<file path="config.mk">
export PLATFORM = sky130hd
export DESIGN_NAME = bffa_seq
export DESIGN_NICKNAME = d
export VERILOG_FILES = /design/src/sv/bffa_pkg.sv /design/src/sv/bffa_free_scan.sv /design/src/sv/bffa_seq.sv
export SDC_FILE = /design/constraint.sdc
export NUM_CORES = 1
export LEC_CHECK = 0
export ABC_AREA = 1
export BUFFER_PORTS_ARGS = -buffer_cell sky130_fd_sc_hd__buf_2
export CAP_MARGIN = 5
export CELL_PAD_IN_SITES_DETAIL_PLACEMENT = 1
export CELL_PAD_IN_SITES_GLOBAL_PLACEMENT = 1
export CORE_ASPECT_RATIO = 0.5
export CORE_MARGIN = 2
export CORE_UTILIZATION = 41
export DETAILED_ROUTE_END_ITERATION = 10
export PLACE_DENSITY = 0.88
export SLEW_MARGIN = 20
export SYNTH_ARGS = -nofsm -noshare
export SYNTH_HDL_FRONTEND = slang
export SYNTH_SLANG_ARGS = --single-unit
</file>
<file path="constraint.sdc">
create_clock -name clk_i -period 6.8 [get_ports clk_i]
set_clock_uncertainty 0.15 [all_clocks]
set_input_delay 0.68 -clock clk_i [delete_from_list [all_inputs] [get_ports clk_i]]
set_output_delay 0.68 -clock clk_i [all_outputs]
set_load 0.005 [all_outputs]
</file>
<file path="src/sv/bffa_pkg.sv">
`timescale 1ns / 1ps

package bffa_pkg;

  // Field and register widths
  localparam int unsigned MODE_W  = 2;
  localparam int unsigned POS_W   = 14;
  localparam int unsigned STAT_W  = 2;
  localparam int unsigned LIMIT_W = 15;
  // Running base position: a limit value plus one word step
  localparam int unsigned BASE_W  = LIMIT_W + 1;

  localparam logic [LIMIT_W-1:0] BLOCK_LIMIT_RST = 15'd16384;

  // Request modes
  localparam logic [MODE_W-1:0] MODE_FIND   = 2'd0;
  localparam logic [MODE_W-1:0] MODE_TOGGLE = 2'd1;
  localparam logic [MODE_W-1:0] MODE_ALLOC  = 2'd2;

  // Result status codes
  localparam logic [STAT_W-1:0] ST_OK        = 2'd0;
  localparam logic [STAT_W-1:0] ST_NONE_FREE = 2'd1;
  localparam logic [STAT_W-1:0] ST_RANGE     = 2'd2;

  typedef struct packed {
    logic [MODE_W-1:0] mode;
    logic [POS_W-1:0]  bit_index;
  } alloc_req_t;

  typedef struct packed {
    logic [STAT_W-1:0] status;
    logic [POS_W-1:0]  position;
  } alloc_rsp_t;

  typedef enum logic [2:0] {
    SEQ_CLEAR,
    SEQ_IDLE,
    SEQ_SEEK,
    SEQ_TGL,
    SEQ_SCAN,
    SEQ_DONE
  } seq_state_e;

endpackage

</file>
<file path="src/sv/bffa_free_scan.sv">
`timescale 1ns / 1ps

module bffa_free_scan import bffa_pkg::*; #(
  parameter int unsigned WORD_BITS = 32,
  parameter int unsigned OFF_W = $clog2(WORD_BITS)
) (
  input  logic [WORD_BITS-1:0] word_i,
  input  logic [BASE_W-1:0]    base_i,
  input  logic [LIMIT_W-1:0]   limit_i,
  output logic                 found_o,
  output logic [OFF_W-1:0]     offset_o,
  output logic [WORD_BITS-1:0] onehot_o
);

  logic [BASE_W-1:0]    rem;
  logic [WORD_BITS-1:0] avail;

  // Positions left below the limit, counted from the word base
  assign rem = BASE_W'(limit_i) - base_i;

  // Mark clear bits that still lie below the limit
  always_comb begin
    for (int i = 0; i < WORD_BITS; i++) begin
      avail[i] = ~word_i[i] && (BASE_W'(i) < rem);
    end
  end

  // Isolate the lowest free bit
  assign onehot_o = avail & ((~avail) + WORD_BITS'(1));
  assign found_o  = |avail;

  // Encode the one-hot bit into an offset
  always_comb begin
    offset_o = '0;
    for (int i = 0; i < WORD_BITS; i++) begin
      if (onehot_o[i]) begin
        offset_o = offset_o | OFF_W'(i);
      end
    end
  end

endmodule

</file>
<file path="src/sv/bffa_seq.sv">
`timescale 1ns / 1ps

module bffa_seq import bffa_pkg::*; #(
  parameter int unsigned MAP_BITS = 16384,
  parameter int unsigned WORD_BITS = 32,
  parameter int unsigned MAP_WORDS = (MAP_BITS + WORD_BITS - 1) / WORD_BITS,
  parameter int unsigned ADDR_W = (MAP_WORDS > 1) ? $clog2(MAP_WORDS) : 1
) (
  input  logic                 clk_i,
  input  logic                 rst_ni,
  input  logic                 req_valid_i,
  output logic                 req_ready_o,
  input  alloc_req_t           req_i,
  output logic                 rsp_valid_o,
  input  logic                 rsp_ready_i,
  output alloc_rsp_t           rsp_o,
  input  logic                 cfg_we_i,
  input  logic [LIMIT_W-1:0]   cfg_wdata_i,
  output logic                 ram_we_o,
  output logic [ADDR_W-1:0]    ram_waddr_o,
  output logic [WORD_BITS-1:0] ram_wdata_o,
  output logic [ADDR_W-1:0]    ram_raddr_o,
  input  logic [WORD_BITS-1:0] ram_rdata_i
);

  localparam int unsigned OffW = $clog2(WORD_BITS);
  localparam logic [31:0] MapBitsV = 32'(MAP_BITS);
  localparam logic [ADDR_W-1:0] LastWord = ADDR_W'(MAP_WORDS - 1);
  localparam logic [BASE_W-1:0] WordStep = BASE_W'(WORD_BITS);

  seq_state_e state_q, state_d;
  logic [ADDR_W-1:0]    w_q, w_d;
  logic [BASE_W-1:0]    base_q, base_d;
  logic [LIMIT_W-1:0]   limit_q;
  logic [MODE_W-1:0]    mode_q;
  logic [POS_W-1:0]     idx_q;
  alloc_rsp_t           res_q, res_d;
  alloc_rsp_t           rsp_q;
  logic                 rsp_valid_q;

  logic [LIMIT_W-1:0]   eff_lim;
  logic [BASE_W-1:0]    base_next;
  logic                 seek_hit;
  logic                 scan_last;
  logic [OffW-1:0]      tgl_off;
  logic [WORD_BITS-1:0] tgl_mask;
  logic                 scan_found;
  logic [OffW-1:0]      scan_off;
  logic [WORD_BITS-1:0] scan_onehot;
  logic [BASE_W-1:0]    scan_pos;
  logic                 rsp_free;
  logic                 req_xfer;

  // Clamp the limit to the map size
  assign eff_lim = (32'(limit_q) > MapBitsV) ? MapBitsV[LIMIT_W-1:0] : limit_q;

  // Shared word stepper: base position and compares against it
  assign base_next = base_q + WordStep;
  assign seek_hit  = BASE_W'(idx_q) < base_next;
  assign scan_last = base_next >= BASE_W'(eff_lim);
  assign tgl_off   = OffW'(BASE_W'(idx_q) - base_q);
  assign tgl_mask  = WORD_BITS'(1) << tgl_off;
  assign scan_pos  = base_q + BASE_W'(scan_off);

  assign rsp_free = !rsp_valid_q || rsp_ready_i;
  assign req_xfer = req_valid_i && req_ready_o;

  bffa_free_scan #(
    .WORD_BITS (WORD_BITS)
  ) u_scan (
    .word_i   (ram_rdata_i),
    .base_i   (base_q),
    .limit_i  (eff_lim),
    .found_o  (scan_found),
    .offset_o (scan_off),
    .onehot_o (scan_onehot)
  );

  // Next state
  always_comb begin
    state_d = state_q;
    unique case (state_q)
      SEQ_CLEAR: begin
        if (w_q == LastWord) state_d = SEQ_IDLE;
      end
      SEQ_IDLE: begin
        if (req_valid_i) begin
          if (req_i.mode == MODE_TOGGLE) begin
            state_d = (LIMIT_W'(req_i.bit_index) >= eff_lim) ? SEQ_DONE : SEQ_SEEK;
          end else begin
            state_d = (eff_lim == '0) ? SEQ_DONE : SEQ_SCAN;
          end
        end
      end
      SEQ_SEEK: begin
        if (seek_hit) state_d = SEQ_TGL;
      end
      SEQ_TGL: begin
        state_d = SEQ_DONE;
      end
      SEQ_SCAN: begin
        if (scan_found || scan_last) state_d = SEQ_DONE;
      end
      SEQ_DONE: begin
        if (rsp_free) state_d = SEQ_IDLE;
      end
      default: begin
        state_d = SEQ_IDLE;
      end
    endcase
  end

  // Datapath and memory control per state
  always_comb begin
    w_d         = w_q;
    base_d      = base_q;
    res_d       = res_q;
    req_ready_o = 1'b0;
    ram_we_o    = 1'b0;
    ram_wdata_o = '0;
    unique case (state_q)
      SEQ_CLEAR: begin
        ram_we_o = 1'b1;
        w_d      = (w_q == LastWord) ? '0 : w_q + ADDR_W'(1);
      end
      SEQ_IDLE: begin
        req_ready_o = 1'b1;
        w_d         = '0;
        base_d      = '0;
        if (req_i.mode == MODE_TOGGLE) begin
          res_d = '{status: ST_RANGE, position: '0};
        end else begin
          res_d = '{status: ST_NONE_FREE, position: '0};
        end
      end
      SEQ_SEEK: begin
        if (!seek_hit) begin
          w_d    = w_q + ADDR_W'(1);
          base_d = base_next;
        end
      end
      SEQ_TGL: begin
        ram_we_o    = 1'b1;
        ram_wdata_o = ram_rdata_i ^ tgl_mask;
        res_d       = '{status: ST_OK, position: idx_q};
      end
      SEQ_SCAN: begin
        if (scan_found) begin
          res_d       = '{status: ST_OK, position: scan_pos[POS_W-1:0]};
          ram_we_o    = (mode_q == MODE_ALLOC);
          ram_wdata_o = ram_rdata_i | scan_onehot;
        end else if (scan_last) begin
          res_d = '{status: ST_NONE_FREE, position: '0};
        end else begin
          w_d    = w_q + ADDR_W'(1);
          base_d = base_next;
        end
      end
      SEQ_DONE: begin
        w_d = w_q;
      end
      default: begin
        w_d = w_q;
      end
    endcase
  end

  // Reads address the next word, so the registered read data belongs to the word in use
  assign ram_raddr_o = w_d;
  assign ram_waddr_o = w_q;

  // Control registers
  always_ff @(posedge clk_i or negedge rst_ni) begin
    if (!rst_ni) begin
      state_q     <= SEQ_CLEAR;
      w_q         <= '0;
      base_q      <= '0;
      limit_q     <= BLOCK_LIMIT_RST;
      rsp_valid_q <= 1'b0;
    end else begin
      state_q <= state_d;
      w_q     <= w_d;
      base_q  <= base_d;
      if (cfg_we_i) begin
        limit_q <= cfg_wdata_i;
      end
      if (state_q == SEQ_DONE && rsp_free) begin
        rsp_valid_q <= 1'b1;
      end else if (rsp_ready_i) begin
        rsp_valid_q <= 1'b0;
      end
    end
  end

  // Payload registers
  always_ff @(posedge clk_i) begin
    res_q <= res_d;
    if (req_xfer) begin
      mode_q <= req_i.mode;
      idx_q  <= req_i.bit_index;
    end
    if (state_q == SEQ_DONE && rsp_free) begin
      rsp_q <= res_q;
    end
  end

  assign rsp_valid_o = rsp_valid_q;
  assign rsp_o       = rsp_q;

endmodule

</file>
==> results of run 1 <==
==> power groups by stage <==
stage / Clock [mW] / Sequential (mW) / Combinational [mW]
2_1_floorplan: 0 / 0.578 / 0.185
6_report: 0.508 / 0.569 / 0.332
5_1_grt: 0.528 / 0.571 / 0.362
4_1_cts: 0.508 / 0.569 / 0.300
3_5_place_dp: 0 / 0.580 / 0.278
3_3_place_gp: 0 / 0.579 / 0.271
==> through the flow <==
step	setup WS, ns	hold WS, ns
after detailed placement	0.164	0.256
after CTS	0.0115	0.261
after global routing	-0.126	0.258
after global placement	0.285	0.252
after floorplan	1.87	0.234
final	0.313	0.259
==> worst max-delay path: cells and delay by family (launching register included) <==
| family | cells | cell delay [ns] |
|---|---|---|
| adders and majority gates | 1 | 0.38 |
| buffers and inverters | 7 | 1.23 |
| DFF | 1 | 0.57 |
| AOI/OAI and AO/OA | 1 | 0.33 |
| and+or+nand+nor | 25 | 2.75 |
==> cell usage in the layout (no fill, tap or decap), types with 3 or more instances in the layout <==
cell type	instances
nand2_1	258
nand3_1	117
buf_12	3
inv_1	201
o21ai_1	19
xor2_1	13
clkbuf_16	10
o21ai_0	84
a31o_2	16
inv_2	5
o22ai_1	14
nand3b_1	6
edfxtp_1	48
nand2_2	25
conb_1	5
dfrtp_1	38
nor2_4	10
nor3_1	38
nand3_2	6
buf_2	136
nor2_1	147
a21oi_1	57
o21bai_1	3
o211ai_1	5
ha_1	48
buf_4	22
nor2_2	18
nand4_1	19
and2_1	3
ha_4	3
==> what timing repair did <==
item	4_1_cts	5_1_grt
endpoints found under the setup margin	30	42
gates cloned	2	0
buffers inserted	4	9
resized for setup	2	38
pin swaps	3	4
==> metal layers <==
layer	vias up	routed length (um)
met5	-	0
met4	0	1100
met3	80	2270
met2	319	17000
met1	4768	16600
li1	4498	-
==> path summary, 6_finish.rpt <==
check | to | startpoint | cells past startpoint
worst min register to register | rsp_o[10] | res_q[10] | 0
min in group asynchronous | base_q[13] | rst_ni | 1
worst min-delay path | rsp_o[10] | res_q[10] | 0
max in group asynchronous | limit_q[8] | rst_ni | 1
worst max register to register | res_q[12] | limit_q[14] | 36
worst max-delay path | ram_wdata_o[8] | limit_q[14] | 34
==> registers in the layout, summed over array words and instances (netlist names) <==
| signal | cells |
|---|---|
| res_q | 16 |
| base_q | 11 |
| mode_q | 2 |
| rsp_valid_o | 1 |
| idx_q | 14 |
| rsp_o | 16 |
| ram_waddr_o | 9 |
| state_q | 3 |
| limit_q | 15 |
==> final cells by class <==
type | count | area [um^2]
Sequential cell | 87 | 2420
Clock buffer | 11 | 254
Clock inverter | 5 | 37.5
Inverter | 207 | 781
Fill cell | 2692 | 9840
Timing Repair Buffer | 161 | 906
Tap cell | 266 | 333
Multi-Input combinational cell | 953 | 5210
==> kinds of logic (layout without fill, tap and decap cells) <==
| group | Yosys count | after routing |
|---|---|---|
| flip-flops | 87 | 87 |
| multiplexers | 2 | 2 |
| AND/OR/NAND/NOR | 657 | 659 |
| AO/OA/AOI/OAI | 221 | 221 |
| other | 2 | 5 |
| XOR/XNOR | 14 | 14 |
| adder cells (fa/ha/maj) | 52 | 52 |
| buffers and inverters | 240 | 384 |
==> flow_summary.ini, run 1 <==
[status]
status = completed

[yosys]
yosysWarnings = 0
synthMuxAreaShare_pct = 0.269
synth_area_mm2 = 0.00839
synthCells = 1275
synth_compound_area_share_pct = 15.1
synth_edf_count = 48
synthAdderAreaFrac_pct = 7.76
synth-seq-area-share_pct = 28.8
synthTopCellsByArea = edfxtp_1 (17%), nand2_1 (12%), dfrtp_1 (11%)
post-synth-top-count-cell = nand2_1
synth_async_sr_flop_share_pct = 44.8
synth_largest_area_cell = edfxtp_1
synth_top_family_by_area = simple AND/OR/NAND/NOR gates
synth-simple-area-share_pct = 35.1
ys_seq_elements = 87
avgSynthCellArea_um2 = 6.58
synth_common_cells = nand2_1 (269), inv_1 (203), nor2_1 (157)
synthXorXnorAreaFrac_pct = 1.46
synth_top_cell_area_share_pct = 17.2
ys.flop_type = edfxtp_1
ys_types = 55

[timing]
setup_viol = 0
setup_tns_ns = 0
hold_violations = 0
slew_violations = 0
rsz0062_at_grt = yes
min_period_ns = 6.49
period_share_pct = 95.4
tightest_slew_ns = 0.962
fmax_ghz = 0.154
max_slew_margin_pct = 35.4

[pwr]
pwr-share-comb_pct = 23.5
p_int_mw = 0.943
p_leak_nw = 4.99
p_total_mw = 1.41
power_density_mw_per_mm2 = 142
p_clk_share_pct = 36.1
swShare_pct = 33.1
seqPwrFrac_pct = 40.4
switchingPower_mw = 0.467
ir_drop_mv = 0.113

[critical_path]
cpPeakStageDelay_ns = 0.57
cp-start-kind = flip-flop
cp.arrival_ns = 5.66
cp.required_ns = 5.97
worst_path_max_delay_cell = dfstp_2
r2r_slack_ns = 1.13
crit_top_cell = nand2_1
cp-end-kind = output port
worstSetupPathType = reg -> out
worstPathMaxFanout = 13

[clock_network]
htreeDepth = 3
cts_buffers = 9
path_clk_slew_ns = 0.08
cts_hold_buf = 0
clock_sinks = 87
cts_buffer_depth = 2
cts_tree = built
clk_latency_ns = 0.36
cts-root-buf = clkbuf_16

[routing]
drtAntennaViolNets = 0
vias = 9665
routed_wl_um = 37000
wl_per_cell_um = 21.9
drc = 0
initialDrtViolationCount = 867
drtPass1Iterations = 5
via_per_inst = 5.72

[floorplanning]
start_util_pct = 42.4
die_height_um = 105
ioPinCount = 137
core-area_mm2 = 0.0198
die_w_um = 206
dieArea_mm2 = 0.0217
rows = 36

[placed_design]
gp_congestion = 0.978
dpl_cell_area_mm2 = 0.00933
portBuffers = 136
hpwl_um = 29200
post-place-cells = 1659

[global_routing]
grt_usage_pct = 33.9
grt_pass1_wl_um = 56100
top_usage_layer = met2
grt_max_degree = 40
grt_pass1_vias = 9721
use_met1_pct = 46.1
gr-usage-met3_pct = 5.36
grt_antenna_before_repair = 0
grt_util_met2_pct = 55.0
gr-total-overflow = 0

[cells_and_area]
final_area_mm2 = 0.00994
finish.utilization_pct = 50.3
syn_to_final_growth_pct = 18.5
instances_no_fill = 1690
diodes = 0
nets = 1539
drive_gt1_share_pct = 19.6

[job]
maxCapViolCount = 0

[hold_path]
min_path_type = reg -> reg
Power figures use the tool's default switching activity.
==> inputs of run 2 (changes only) <==
- SYNTH_HIERARCHICAL: default -> 1
==> run 2 against run 1 <==
Effect of this change: power grew 82%; global-route usage shrank 3.9 points; critical path depth grew 3; core utilization shrank 1.7 points; synthesized area grew 6.3%; wire length shrank 4.2%; largest power group is now combinational cells; non-clock buffer count shrank 3; register-to-register slack lost 0.12 ns; combinational power grew to 3.7 times the previous value; clock power shrank 1%; first-iteration DRC count shrank 24%; critical path type unchanged; largest cell class unchanged; synthesized cell count grew 7.7%.
==> flow_summary.ini, run 2 <==
[clock_network]
clk_latency_ns = 0.35
htreeDepth = 3
path_clk_slew_ns = 0.07
cts-root-buf = clkbuf_16
clock_sinks = 87
cts_buffer_depth = 2
cts_tree = built
cts_buffers = 9

[routing]
drtPass1Iterations = 5
wl_per_cell_um = 19.4
routed_wl_um = 35400
drtAntennaViolNets = 0
via_per_inst = 5.40
initialDrtViolationCount = 661
vias = 9860
drc = 0

[floorplanning]
core-area_mm2 = 0.0215
die_height_um = 108
ioPinCount = 137
dieArea_mm2 = 0.0230
rows = 38
start_util_pct = 41.5
die_w_um = 213

[yosys]
synth_top_family_by_area = simple AND/OR/NAND/NOR gates
synth-simple-area-share_pct = 38.8
synthTopCellsByArea = edfxtp_1 (16%), nand2_1 (14%), inv_1 (11%)
ys_seq_elements = 87
ys.flop_type = edfxtp_1
yosysWarnings = 6
synth_largest_area_cell = edfxtp_1
synthMuxAreaShare_pct = 0.253
synthAdderAreaFrac_pct = 7.80
synthCells = 1373
synth_common_cells = nand2_1 (332), inv_1 (259), nor2_1 (188)
ys_types = 55
synth_edf_count = 48
synth-seq-area-share_pct = 27.1
synth_area_mm2 = 0.00892
avgSynthCellArea_um2 = 6.49
synth_compound_area_share_pct = 11.5
synthXorXnorAreaFrac_pct = 1.43
post-synth-top-count-cell = nand2_1
synth_top_cell_area_share_pct = 16.2
synth_async_sr_flop_share_pct = 44.8

[placed_design]
dpl_cell_area_mm2 = 0.00991
gp_congestion = 1.03
portBuffers = 136
hpwl_um = 28700

[cells_and_area]
diodes = 0
final_area_mm2 = 0.0104
syn_to_final_growth_pct = 17.1
nets = 1644
finish.utilization_pct = 48.6
final_common_cell = nand2_1
drive_gt1_share_pct = 18.8
final_cell_mix = nand2_1 (328), inv_1 (258), nor2_1 (179)

[critical_path]
worst_path_max_delay_cell = dfrtp_1
worstSetupPathType = reg -> out
cp-start-kind = flip-flop
cp-end-kind = output port
cpPeakStageDelay_ns = 0.42
cp.required_ns = 5.97
worstPathMaxFanout = 9
crit_top_cell = nand2_1
cp.arrival_ns = 5.64

[global_routing]
grt_antenna_before_repair = 0
grt_pass1_wl_um = 53000
use_met1_pct = 37.9
gr-total-overflow = 0
grt_pass1_vias = 9978
grt_util_met2_pct = 53.8
grt_usage_pct = 30.0
top_usage_layer = met2
grt_max_degree = 49
gr-usage-met3_pct = 3.54

[timing]
min_period_ns = 6.47
fmax_ghz = 0.155
setup_viol = 0
period_share_pct = 95.2
slew_violations = 0
hold_violations = 0
setup_tns_ns = 0
max_slew_margin_pct = 38.0
tightest_slew_ns = 0.930

[pwr]
p_total_mw = 2.57
power_density_mw_per_mm2 = 246
ir_drop_mv = 0.162
p_leak_nw = 5.56

[status]
status = completed

[hold_path]
min_path_type = reg -> reg

[job]
maxCapViolCount = 0
run 2: cell types whose count changed after synthesis, sizes merged, moves of 4 or more:
| cell | delta |
|---|---|
| inv | +57 |
| nor3b | +14 |
| o21ai | -26 |
| nand3 | -20 |
| a31oi | +4 |
| nor3 | -19 |
| o22ai | -6 |
| nor2 | +45 |
| a31o | -16 |
| o32ai | +15 |
| nand2 | +70 |
| o211ai | -5 |
run 2: final timing paths:
kind	startpoint	end	slack [ns]	cells after the start
worst min register to register	res_q[4]	rsp_o[4]	0.28	0
min in group asynchronous	rst_ni	limit_q[9]	0.31	1
max in group asynchronous	rst_ni	rsp_valid_o	5.60	1
worst min-delay path	res_q[4]	rsp_o[4]	0.28	0
worst max register to register	limit_q[4]	res_q[10]	1.01	34
worst max-delay path	limit_q[4]	ram_raddr_o[3]	0.33	37
run 2: critical path, delay by kind of cell, from the launching register on:
kind | cells | cell delay [ns]
fa+ha+maj | 1 | 0.35
buf+inv | 4 | 0.63
compound gates | 3 | 0.38
simple gates | 29 | 3.50
flops | 1 | 0.42
run 2: power by group:
group	switching, mW	internal, mW
registers	0.0870	0.742
logic	0.855	0.381
clock network	0.242	0.260
total	1.18	1.38
run 2: routing by layer:
metal,up-vias,share of wire (%),routed length [um]
li1,4686,-,-
met1,4882,44,15700
met2,228,49,17500
met3,64,3.4,1220
met4,0,3.1,1090
met5,-,0,0
run 2: area by class of cell:
class	count	area, um^2
clock inverter	7	73.8
multi-input combinational	1000	5480
tap	300	375
timing repair inverter	1	7.51
sequential	87	2420
clock buffer	9	225
fill	2950	11100
timing repair buffer	158	858
inverter	264	997
run 2: repair_timing:
action | 4_1_cts | 5_1_grt
hold buffers | 0 | 0
endpoints found under the setup margin | 0 | 12
resized for setup | 0 | 31
buffers inserted | 0 | 13
endpoints found under the hold margin | 0 | 0
run 2: kinds of logic after synthesis:
family                     Yosys count
adders and majority gates           55
buffers and inverters              293
other                                2
muxes                                2
xor gates and xnor gates            12
and+or+nand+nor                    744
DFF                                 87
AOI/OAI and AO/OA                  178
run 2: stage by stage:
stage	setup slack, ns	hold slack, ns	std cells
4_1_cts	0.0257	0.274	1811
2_1_floorplan	1.77	0.234	1379
5_1_grt	-0.0792	0.280	1826
3_5_place_dp	0.470	0.257	1795
3_3_place_gp	0.676	0.256	1795
6_report	0.329	0.276	1826
